**config.mk**
```make
export PLATFORM = sky130hd
export DESIGN_NAME = utf8_to_codepoint_decoder_top
export DESIGN_NICKNAME = d
export VERILOG_FILES = /design/src/sv/u8d_pkg.sv /design/src/sv/u8d_decode.sv /design/src/sv/u8d_out_buf.sv /design/src/sv/utf8_to_codepoint_decoder_top.sv
export SDC_FILE = /design/constraint.sdc
export NUM_CORES = 1
export LEC_CHECK = 0
export BUFFER_PORTS_ARGS = -buffer_cell sky130_fd_sc_hd__buf_2
export CORE_ASPECT_RATIO = 1.5
export CORE_MARGIN = 8
export CORE_UTILIZATION = 52
export CTS_BUF_LIST = sky130_fd_sc_hd__clkbuf_16
export DETAILED_ROUTE_END_ITERATION = 6
export PLACE_DENSITY = 0.77
export SLEW_MARGIN = 20
export SYNTH_ARGS = -nofsm -noshare
export SYNTH_HDL_FRONTEND = slang
export SYNTH_HIERARCHICAL = 1
export SYNTH_SLANG_ARGS = --single-unit
```
**constraint.sdc**
```tcl
create_clock -name aclk -period 4.45 [get_ports aclk]
set_input_delay 0.445 -clock aclk [delete_from_list [all_inputs] [get_ports aclk]]
set_output_delay 0.445 -clock aclk [all_outputs]
set_load 0.005 [all_outputs]
```
**src/sv/u8d_pkg.sv**
```systemverilog
`timescale 1ns / 1ps
`default_nettype none

package u8d_pkg;

    localparam int COUNT_WIDTH = 16;
    localparam int CP_WIDTH = 21;
    localparam int LIMIT_WIDTH = 16;
    localparam int REPORT_WIDTH = 16;
    localparam int ADDR_WIDTH = 3;

    localparam logic [LIMIT_WIDTH-1:0] LIMIT_RESET = 16'hFFFF;
    localparam logic [CP_WIDTH-1:0] REPLACEMENT_CP = 21'h00FFFD;
    localparam logic [REPORT_WIDTH-1:0] REPORT_MAX = 16'hFFFF;

    localparam logic [0:0] REG_OUTPUT_LIMIT = 1'b0;

    localparam logic [7:0] MASK_LEAD2 = 8'hE0;
    localparam logic [7:0] CODE_LEAD2 = 8'hC0;
    localparam logic [7:0] MASK_LEAD3 = 8'hF0;
    localparam logic [7:0] CODE_LEAD3 = 8'hE0;
    localparam logic [7:0] MASK_LEAD4 = 8'hF8;
    localparam logic [7:0] CODE_LEAD4 = 8'hF0;
    localparam logic [7:0] MASK_CONT = 8'hC0;
    localparam logic [7:0] CODE_CONT = 8'h80;
    localparam logic [7:0] BITS_LEAD2 = 8'h1F;
    localparam logic [7:0] BITS_LEAD3 = 8'h0F;
    localparam logic [7:0] BITS_LEAD4 = 8'h07;
    localparam logic [7:0] BITS_CONT = 8'h3F;
    localparam logic [7:0] ASCII_LIMIT = 8'h80;

    typedef struct packed {
        logic                    has_codepoint;
        logic [CP_WIDTH-1:0]     codepoint;
        logic                    message_end;
        logic [REPORT_WIDTH-1:0] bytes_consumed;
        logic [REPORT_WIDTH-1:0] codepoints_made;
    } result_t;

endpackage

`default_nettype wire

```
**src/sv/u8d_decode.sv**
```systemverilog
`timescale 1ns / 1ps
`default_nettype none

module u8d_decode #(
    parameter int COUNT_WIDTH = u8d_pkg::COUNT_WIDTH
) (
    input  wire logic                              aclk,
    input  wire logic                              aresetn,
    input  wire logic                              in_take,
    input  wire logic [7:0]                        data_byte,
    input  wire logic                              last_byte,
    input  wire logic [u8d_pkg::LIMIT_WIDTH-1:0]   output_limit,
    output u8d_pkg::result_t                       res,
    output logic                                   res_push
);

    localparam int RW = (COUNT_WIDTH > u8d_pkg::LIMIT_WIDTH) ? COUNT_WIDTH
                                                              : u8d_pkg::LIMIT_WIDTH;
    localparam logic [COUNT_WIDTH-1:0] CNT_MAX = {COUNT_WIDTH{1'b1}};

    logic [1:0]                   bytes_remaining_reg, bytes_remaining_next;
    logic [u8d_pkg::CP_WIDTH-1:0] accumulator_reg, accumulator_next;
    logic                         sequence_bad_reg, sequence_bad_next;
    logic [COUNT_WIDTH-1:0]       consumed_count_reg, consumed_count_next;
    logic [COUNT_WIDTH-1:0]       produced_count_reg, produced_count_next;
    logic                         limit_reached_reg, limit_reached_next;

    logic                         have;
    logic [u8d_pkg::CP_WIDTH-1:0] cp;
    logic                         consume;
    logic [RW-1:0]                prod_ext;
    logic [RW-1:0]                cons_rep;
    logic [RW-1:0]                prod_rep;

    assign prod_ext = RW'(produced_count_reg);

    always_comb begin
        bytes_remaining_next = bytes_remaining_reg;
        accumulator_next     = accumulator_reg;
        sequence_bad_next    = sequence_bad_reg;
        limit_reached_next   = limit_reached_reg;
        have                 = 1'b0;
        cp                   = '0;
        consume              = 1'b0;

        if (bytes_remaining_reg == 2'd0) begin
            if (!limit_reached_reg && (prod_ext < RW'(output_limit))) begin
                consume = 1'b1;
                if (data_byte < u8d_pkg::ASCII_LIMIT) begin
                    have = 1'b1;
                    cp   = u8d_pkg::CP_WIDTH'(data_byte);
                end else if ((data_byte & u8d_pkg::MASK_LEAD2) == u8d_pkg::CODE_LEAD2) begin
                    bytes_remaining_next = 2'd1;
                    accumulator_next     = u8d_pkg::CP_WIDTH'(data_byte & u8d_pkg::BITS_LEAD2);
                    sequence_bad_next    = 1'b0;
                end else if ((data_byte & u8d_pkg::MASK_LEAD3) == u8d_pkg::CODE_LEAD3) begin
                    bytes_remaining_next = 2'd2;
                    accumulator_next     = u8d_pkg::CP_WIDTH'(data_byte & u8d_pkg::BITS_LEAD3);
                    sequence_bad_next    = 1'b0;
                end else if ((data_byte & u8d_pkg::MASK_LEAD4) == u8d_pkg::CODE_LEAD4) begin
                    bytes_remaining_next = 2'd3;
                    accumulator_next     = u8d_pkg::CP_WIDTH'(data_byte & u8d_pkg::BITS_LEAD4);
                    sequence_bad_next    = 1'b0;
                end else begin
                    have = 1'b1;
                    cp   = u8d_pkg::REPLACEMENT_CP;
                end
            end else begin
                limit_reached_next = 1'b1;
            end
        end else begin
            consume = 1'b1;
            if ((data_byte & u8d_pkg::MASK_CONT) != u8d_pkg::CODE_CONT) begin
                sequence_bad_next = 1'b1;
            end else begin
                accumulator_next = {accumulator_reg[u8d_pkg::CP_WIDTH-7:0],
                                    data_byte[5:0] & u8d_pkg::BITS_CONT[5:0]};
            end
            bytes_remaining_next = bytes_remaining_reg - 2'd1;
            if (bytes_remaining_next == 2'd0) begin
                have = 1'b1;
                cp   = sequence_bad_next ? u8d_pkg::REPLACEMENT_CP : accumulator_next;
            end
        end

        // sequence cut short by message end
        if (last_byte && (bytes_remaining_next != 2'd0)) begin
            have                 = 1'b1;
            cp                   = u8d_pkg::REPLACEMENT_CP;
            bytes_remaining_next = 2'd0;
        end

        consumed_count_next = consumed_count_reg;
        if (consume && (consumed_count_reg != CNT_MAX)) begin
            consumed_count_next = consumed_count_reg + COUNT_WIDTH'(1);
        end
        produced_count_next = produced_count_reg;
        if (have && (produced_count_reg != CNT_MAX)) begin
            produced_count_next = produced_count_reg + COUNT_WIDTH'(1);
        end
    end

    assign cons_rep = RW'(consumed_count_next);
    assign prod_rep = RW'(produced_count_next);

    always_comb begin
        res.has_codepoint   = have;
        res.codepoint       = have ? cp : '0;
        res.message_end     = last_byte;
        res.bytes_consumed  = '0;
        res.codepoints_made = '0;
        if (last_byte) begin
            res.bytes_consumed  = (cons_rep > RW'(u8d_pkg::REPORT_MAX))
                                  ? u8d_pkg::REPORT_MAX : cons_rep[u8d_pkg::REPORT_WIDTH-1:0];
            res.codepoints_made = (prod_rep > RW'(u8d_pkg::REPORT_MAX))
                                  ? u8d_pkg::REPORT_MAX : prod_rep[u8d_pkg::REPORT_WIDTH-1:0];
        end
    end

    assign res_push = in_take && (have || last_byte);

    always_ff @(posedge aclk) begin
        if (!aresetn) begin
            bytes_remaining_reg <= '0;
            accumulator_reg     <= '0;
            sequence_bad_reg    <= 1'b0;
            consumed_count_reg  <= '0;
            produced_count_reg  <= '0;
            limit_reached_reg   <= 1'b0;
        end else if (in_take) begin
            if (last_byte) begin
                bytes_remaining_reg <= '0;
                accumulator_reg     <= '0;
                sequence_bad_reg    <= 1'b0;
                consumed_count_reg  <= '0;
                produced_count_reg  <= '0;
                limit_reached_reg   <= 1'b0;
            end else begin
                bytes_remaining_reg <= bytes_remaining_next;
                accumulator_reg     <= accumulator_next;
                sequence_bad_reg    <= sequence_bad_next;
                consumed_count_reg  <= consumed_count_next;
                produced_count_reg  <= produced_count_next;
                limit_reached_reg   <= limit_reached_next;
            end
        end
    end

endmodule

`default_nettype wire

```
**src/sv/u8d_out_buf.sv**
```systemverilog
`timescale 1ns / 1ps
`default_nettype none

module u8d_out_buf (
    input  wire logic             aclk,
    input  wire logic             aresetn,
    input  wire logic             push,
    input  u8d_pkg::result_t      push_data,
    output logic                  can_take,
    output logic                  out_valid,
    input  wire logic             out_ready,
    output u8d_pkg::result_t      out_data
);

    logic             main_valid_reg, main_valid_next;
    logic             skid_valid_reg, skid_valid_next;
    u8d_pkg::result_t main_data_reg, main_data_next;
    u8d_pkg::result_t skid_data_reg, skid_data_next;

    assign can_take  = !skid_valid_reg;
    assign out_valid = main_valid_reg;
    assign out_data  = main_data_reg;

    always_comb begin
        main_valid_next = main_valid_reg;
        skid_valid_next = skid_valid_reg;
        main_data_next  = main_data_reg;
        skid_data_next  = skid_data_reg;
        if (out_ready || !main_valid_reg) begin
            main_valid_next = skid_valid_reg || push;
            main_data_next  = skid_valid_reg ? skid_data_reg : push_data;
            skid_valid_next = 1'b0;
        end else if (push) begin
            // main stalled, park the new item
            skid_valid_next = 1'b1;
            skid_data_next  = push_data;
        end
    end

    always_ff @(posedge aclk) begin
        if (!aresetn) begin
            main_valid_reg <= 1'b0;
            skid_valid_reg <= 1'b0;
        end else begin
            main_valid_reg <= main_valid_next;
            skid_valid_reg <= skid_valid_next;
        end
        main_data_reg <= main_data_next;
        skid_data_reg <= skid_data_next;
    end

endmodule

`default_nettype wire

```
**src/sv/utf8_to_codepoint_decoder_top.sv**
```systemverilog
`timescale 1ns / 1ps
`default_nettype none

// channel   direction  handshake          payload
// s_        in         s_valid / s_ready  s_data_byte[7:0], s_last_byte
// m_        out        m_valid / m_ready  m_has_codepoint, m_codepoint[20:0], m_message_end,
//                                         m_bytes_consumed[15:0], m_codepoints_made[15:0]
// apb       in         psel / penable     paddr[2:0], pwdata[31:0] -> output_limit
//
// one byte per cycle while s_ready is high; a result is registered in the skid buffer before it shows on m_
// decode state is updated by the byte decoder, results sit in a two-entry skid buffer
// s_ready drops only while both buffer entries are full under m_ stall
// aresetn is synchronous: clears decode state, empties the buffer, output_limit to 65535

module utf8_to_codepoint_decoder_top #(
    parameter int COUNT_WIDTH = u8d_pkg::COUNT_WIDTH
) (
    input  wire logic                                aclk,
    input  wire logic                                aresetn,
    input  wire logic                                s_valid,
    output logic                                     s_ready,
    input  wire logic [7:0]                          s_data_byte,
    input  wire logic                                s_last_byte,
    output logic                                     m_valid,
    input  wire logic                                m_ready,
    output logic                                     m_has_codepoint,
    output logic [u8d_pkg::CP_WIDTH-1:0]             m_codepoint,
    output logic                                     m_message_end,
    output logic [u8d_pkg::REPORT_WIDTH-1:0]         m_bytes_consumed,
    output logic [u8d_pkg::REPORT_WIDTH-1:0]         m_codepoints_made,
    input  wire logic                                psel,
    input  wire logic                                penable,
    input  wire logic                                pwrite,
    input  wire logic [u8d_pkg::ADDR_WIDTH-1:0]      paddr,
    input  wire logic [31:0]                         pwdata,
    output logic [31:0]                              prdata,
    output logic                                     pready
);

    logic [u8d_pkg::LIMIT_WIDTH-1:0] output_limit_reg;
    logic                            in_take;
    logic                            push;
    logic                            can_take;
    u8d_pkg::result_t                dec_res;
    u8d_pkg::result_t                out_res;
    logic                            reg_sel;

    assign pready  = 1'b1;
    assign reg_sel = (paddr[2] == u8d_pkg::REG_OUTPUT_LIMIT);
    assign prdata  = reg_sel ? 32'(output_limit_reg) : 32'd0;

    always_ff @(posedge aclk) begin
        if (!aresetn) begin
            output_limit_reg <= u8d_pkg::LIMIT_RESET;
        end else if (psel && penable && pwrite && pready && reg_sel) begin
            output_limit_reg <= pwdata[u8d_pkg::LIMIT_WIDTH-1:0];
        end
    end

    assign s_ready = can_take;
    assign in_take = s_valid && can_take;

    u8d_decode #(
        .COUNT_WIDTH (COUNT_WIDTH)
    ) u_decode (
        .aclk         (aclk),
        .aresetn      (aresetn),
        .in_take      (in_take),
        .data_byte    (s_data_byte),
        .last_byte    (s_last_byte),
        .output_limit (output_limit_reg),
        .res          (dec_res),
        .res_push     (push)
    );

    u8d_out_buf u_out_buf (
        .aclk      (aclk),
        .aresetn   (aresetn),
        .push      (push),
        .push_data (dec_res),
        .can_take  (can_take),
        .out_valid (m_valid),
        .out_ready (m_ready),
        .out_data  (out_res)
    );

    assign m_has_codepoint   = out_res.has_codepoint;
    assign m_codepoint       = out_res.codepoint;
    assign m_message_end     = out_res.message_end;
    assign m_bytes_consumed  = out_res.bytes_consumed;
    assign m_codepoints_made = out_res.codepoints_made;

endmodule

`default_nettype wire

```
## Yosys cells after proc, flatten, opt, wreduce, memory -nomap -nowiden

Cells that the tools add are included.

- Flip-flop bits (word level): 185
- Input port bits: 51
- Output and inout bits: 90
- Logic and storage cells: 119

- Add/subtract/negate cells: 3
- $lt $le $gt $ge: 4
- Equality and inequality tests: 10
- Mux-type cells: 57
- Bitwise logic cells: 3
- Reduce and logical (&&, ||, !) cells: 23

Operators with widths:

| cell | count |
|---|---|
| $mux 21 | 17 |
| $mux 16 | 8 |
| $mux 55 | 1 |
| $add 16x1->16 const B | 2 |
| $gt 16x16->1 const B | 2 |
| $mux 32 | 1 |
| $ne 16x16->1 const B | 2 |
| $mux 1 | 22 |
| $lt 16x16->1 | 1 |
| $mux 2 | 8 |
| $logic_and 1x1->1 | 9 |
| $lt 8x8->1 const B | 1 |
| $ne 3x3->1 const B | 2 |
| $eq 5x5->1 const B | 1 |
| $ne 5x5->1 const B | 1 |
| $eq 4x4->1 const B | 1 |
| $logic_not 2->1 | 2 |
| $ne 2x2->1 const B | 2 |
| $reduce_and 4->1 | 1 |
| $reduce_bool 2->1 | 2 |
| $eq 3x3->1 const B | 1 |
| $logic_not 1->1 | 3 |
| $logic_or 1x1->1 | 3 |
| $not 1->1 | 3 |
| 4 further kinds | 4 |

## Longest topological paths before layout

- Depth after elaboration: 16
- Mapped depth: 12
- Mapped depth without buffers: 10

## Cells and area by module

The synthesis kept the hierarchy.

Modules (own cells, without submodules):

| module | times used | cells each | area each (um^2) | sequential area each (um^2) |
|---|---|---|---|---|
| u8d_out_buf | 1 | 180 | 4164.0 | 3343.2 |
| u8d_decode | 1 | 544 | 4091.4 | 1021.0 |
| utf8_to_codepoint_decoder_top | 1 | 107 | 993.5 | 320.3 |

## Worst setup path after synthesis

Ideal clock, no wire load.

- Kind: input -> register
- From: in m_ready
- To: reg u_out_buf/skid_data_reg[0] in the netlist's numbering (enable)
- Library setup time: 468 ps
- Data arrival time: 4300 ps
- Required time: 3982 ps
- Path slack: -317 ps
- Cell stages on the path: 2
- Path buffers: 0
- Path through: nand2b_1 > nor2_1

- Longest elaborated chain between the ends: 3

Ends and longest elaborated chain:

| what | line | source |
|---|---|---|
| from (decl) | utf8_to_codepoint_decoder_top.sv:25 | `input wire logic m_ready,` |
| $logic_or 1x1->1 | u8d_out_buf.sv:29 | `if (out_ready \|\| !main_valid_reg) begin` |
| $not 1->1 (no line) | n/a |  |
| $reduce_and 2->1 (no line) | n/a |  |
| to (signal assigned) | u8d_out_buf.sv:49 | `skid_data_reg <= skid_data_next;` |
| to (decl) | u8d_out_buf.sv:18 | `u8d_pkg::result_t skid_data_reg, skid_data_next;` |

Every way passes these cells.
A chain may end at the register's enable or synchronous reset.

## Worst setup path after layout

- From: reg u_decode.produced_count_reg[11] (netlist: u_decode/prod_ext[11])
- To: reg u_out_buf/skid_data_reg[17] in the netlist's numbering (enable)

- Longest elaborated chain between the ends: 10
- Elaborated cells on any way between the ends: 12
- Classes of those cells: order compare (1); mux (5); reduce/logical (6)

Ends and longest elaborated chain:

| what | line | source |
|---|---|---|
| from (decl) | u8d_decode.sv:25 | `logic [COUNT_WIDTH-1:0] produced_count_reg, produced_count_next;` |
| from (signal assigned) | u8d_decode.sv:143 | `produced_count_reg <= produced_count_next;` |
| $lt 16x16->1 * | u8d_decode.sv:47 | `if (!limit_reached_reg && (prod_ext < RW'(output_limit))) begin` |
| $logic_and 1x1->1 * | u8d_decode.sv:47 |  |
| $mux 2 | u8d_decode.sv:47 |  |
| $mux 2 | u8d_decode.sv:46 | `if (bytes_remaining_reg == 2'd0) begin` |
| $reduce_bool 2->1 | u8d_decode.sv:87 | `if (last_byte && (bytes_remaining_next != 2'd0)) begin` |
| $logic_and 1x1->1 | u8d_decode.sv:87 |  |
| $mux 1 * | u8d_decode.sv:87 |  |
| $logic_or 1x1->1 * | u8d_decode.sv:120 | `assign res_push = in_take && (have \|\| last_byte);` |
| $logic_and 1x1->1 * | u8d_decode.sv:120 |  |
| via push | utf8_to_codepoint_decoder_top.sv:42 | `logic push;` |
| $reduce_and 2->1 (no line) * | n/a |  |

The timed path passes the listed nets; every way through them passes the cells marked *.

==> metrics.cfg <==
[run_status]
run_status = finished, final reports clean

[synth]
ys_types = 76
synth_ff_type = edfxtp_1
netlist_instances = 831
synth-seq-cells = 179
yosysSeqAreaShare_pct = 50.6
syn_area_um2 = 9250
yosys_warnings = 6
synth-async-reset-ratio_pct = 0
avgSynthCellArea_um2 = 11.1
synth_edf_count = 110

[floorplanning]
rows = 59
dieWidth_um = 125
start_util_pct = 53.1
core_area_um2 = 17400
die_h_um = 179
io_pins = 141
fp.dieArea_um2 = 22400

[placed_design]
place_inst = 1105
place_hpwl_um = 14000
port-buffer-count = 105
gp_congestion = 0.926

[cells_and_area]
drive_gt1_share_pct = 25.5
nNetsFinal = 979
final_common_cell = edfxtp_1
stdcell_count = 1137
antenna_cells = 0
fillerInstances = 1443
syn_to_final_growth_pct = 12.2
final_cell_mix = edfxtp_1, buf_2, dfxtp_1

[worst_setup_path]
crit_top_cell = a21oi_1
crit_family = compound AO/OA/AOI/OAI gates
path_buf_inv = 2
end_kind = flip-flop
startpoint_type = flip-flop
worst-path-max-fanout = 21
required_ns = 4.58
worst_path_largest_cell_delay_ns = 0.54
path_class = reg2reg
critPathSlowestCell = dfxtp_1
critical_path.cell_chain = ha_1 > a21oi_1 > o21ai_0 > a21oi_1 > and3_1 > a21oi_4 > a21oi_1 > inv_1 > nor2_4 > buf_12
reg2reg_slack_ns = 0.93
worstPathArrival_ns = 3.65

[grt]
grt_pass1_vias = 6579
grt_max_degree = 58
grt_antenna_before_repair = 0
grt_pass1_wl_um = 33200
track_usage_pct = 18.3
grt_overflow = 0

[timing]
setup_viol_count_final = 0
hold_viol_final = 0
final.setup.tns_ns = 0
rsz0062_at_grt = false
hold_slack_ns = 0.257
fin_skew_ns = 0.0108
worst_pin_slew_ns = 0.944
drv_slew = 0
relSlewSlack_pct = 37.0
layout_min_cycle_time_ns = 3.52
post-route-period-util_pct = 79.1
max_clock_freq_mhz = 284

[route]
postRouteAntennaNets = 0
via_per_inst = 5.78
routedWlPerCell_um = 17.6
vias = 6570
drtIter0Drc = 464
drtPass1Iterations = 5
drc_errors = 0
wirelength_um = 20000

[clock_tree]
htreeDepth = 4
numCtsBuffers = 17
clock_sinks = 179
insertion_delay_ns = 0.43
cts.repair.resized = 0
post_cts_buffers = 0
path_clk_slew_ns = 0.08
root_buffer = clkbuf_16
cts_tree = done
holdBufCountCts = 0
clock_path_buffers = 2

[pwr]
p_leak_uw = 0.00408
pwr_density_cell_nw_per_um2 = 352
ir_drop_v = 0.000229

[worst_hold_path]
hold_class = in2reg

[run]
drv_cap = 0

-- routing by layer --
metal	track usage (%)	up-vias	wire length, um
li1	-	3191	-
met1	20.6	3111	7990
met2	32.9	239	10400
met3	4.71	29	1290
met4	6.72	0	391
met5	0	-	0
-- report_power, final --
part,switching [uW],internal [uW]
clock,743,764
sequential,20.7,1820
combinational,172,129
total,936,2720
-- path summary, 6_finish.rpt --
check | start | end | depth (start not counted)
max | u_decode/prod_ext[11] | u_out_buf/skid_data_reg[17] | 10
min | s_data_byte[1] | u_decode/accumulator_reg[1] | 2
max reg2reg | u_decode/prod_ext[11] | u_out_buf/skid_data_reg[17] | 10
min reg2reg | u_decode/accumulator_reg[11] | u_decode/accumulator_reg[11] | 1
-- cell type report --
type | count | area, um^2 | share of cell area [%]
flip-flops and latches | 179 | 4690 | 45.2
multi-input cells | 571 | 4100 | 39.5
repair buffers | 114 | 618 | 5.96
clock buffers | 17 | 425 | 4.10
well taps | 213 | 267 | 2.57
clock inverters | 15 | 176 | 1.70
inverters | 28 | 105 | 1.01
-- worst reg2reg max path, delay by kind of cell (launching register included) --
kind / cells / cell delay (ns)
DFF: 1 / 0.54
and+or+nand+nor: 2 / 0.95
buffers and inverters: 2 / 0.33
adders and majority gates: 1 / 0.33
AOI/OAI and AO/OA: 5 / 1.06
-- cells by family after synthesis --
| logic type | count (synthesis) | synth area share [%] |
|---|---|---|
| buffers and inverters | 96 | 5.74 |
| adder cells (fa/ha/maj) | 17 | 2.30 |
| other | 2 | 0.0812 |
| AND/OR/NAND/NOR | 272 | 16.2 |
| AO/OA/AOI/OAI | 172 | 13.3 |
| multiplexers | 77 | 10.3 |
| XOR/XNOR | 16 | 1.52 |
| flip-flops | 179 | 50.6 |
-- metrics by stage --
stage / power [uW] / cell area [um^2] / setup slack, ns / util (%)
after floorplan: 2080 / 9310 / 0.638 / -
after global placement: 2180 / 9780 / 1.04 / 56.1
after detailed placement: 2180 / 9780 / 1.02 / 56.1
after CTS: 3680 / 10400 / 0.982 / 59.6
after global routing: 3790 / 10400 / 0.688 / 59.6
final: 3650 / 10400 / 0.929 / 59.6
-- cell usage after synthesis, types with 25 or more instances --
master / instances / area, um^2
edfxtp_1: 110 / 3300
dfxtp_1: 69 / 1380
nand2_1: 52 / 195
nor2b_1: 49 / 307
nor2_1: 44 / 165
o21ai_0: 37 / 185
a21oi_1: 35 / 175
clkbuf_1: 29 / 109
mux2_4: 29 / 435
mux2_2: 28 / 315
inv_1: 27 / 101
nand3_1: 25 / 125
Power figures use the tool's default switching activity.
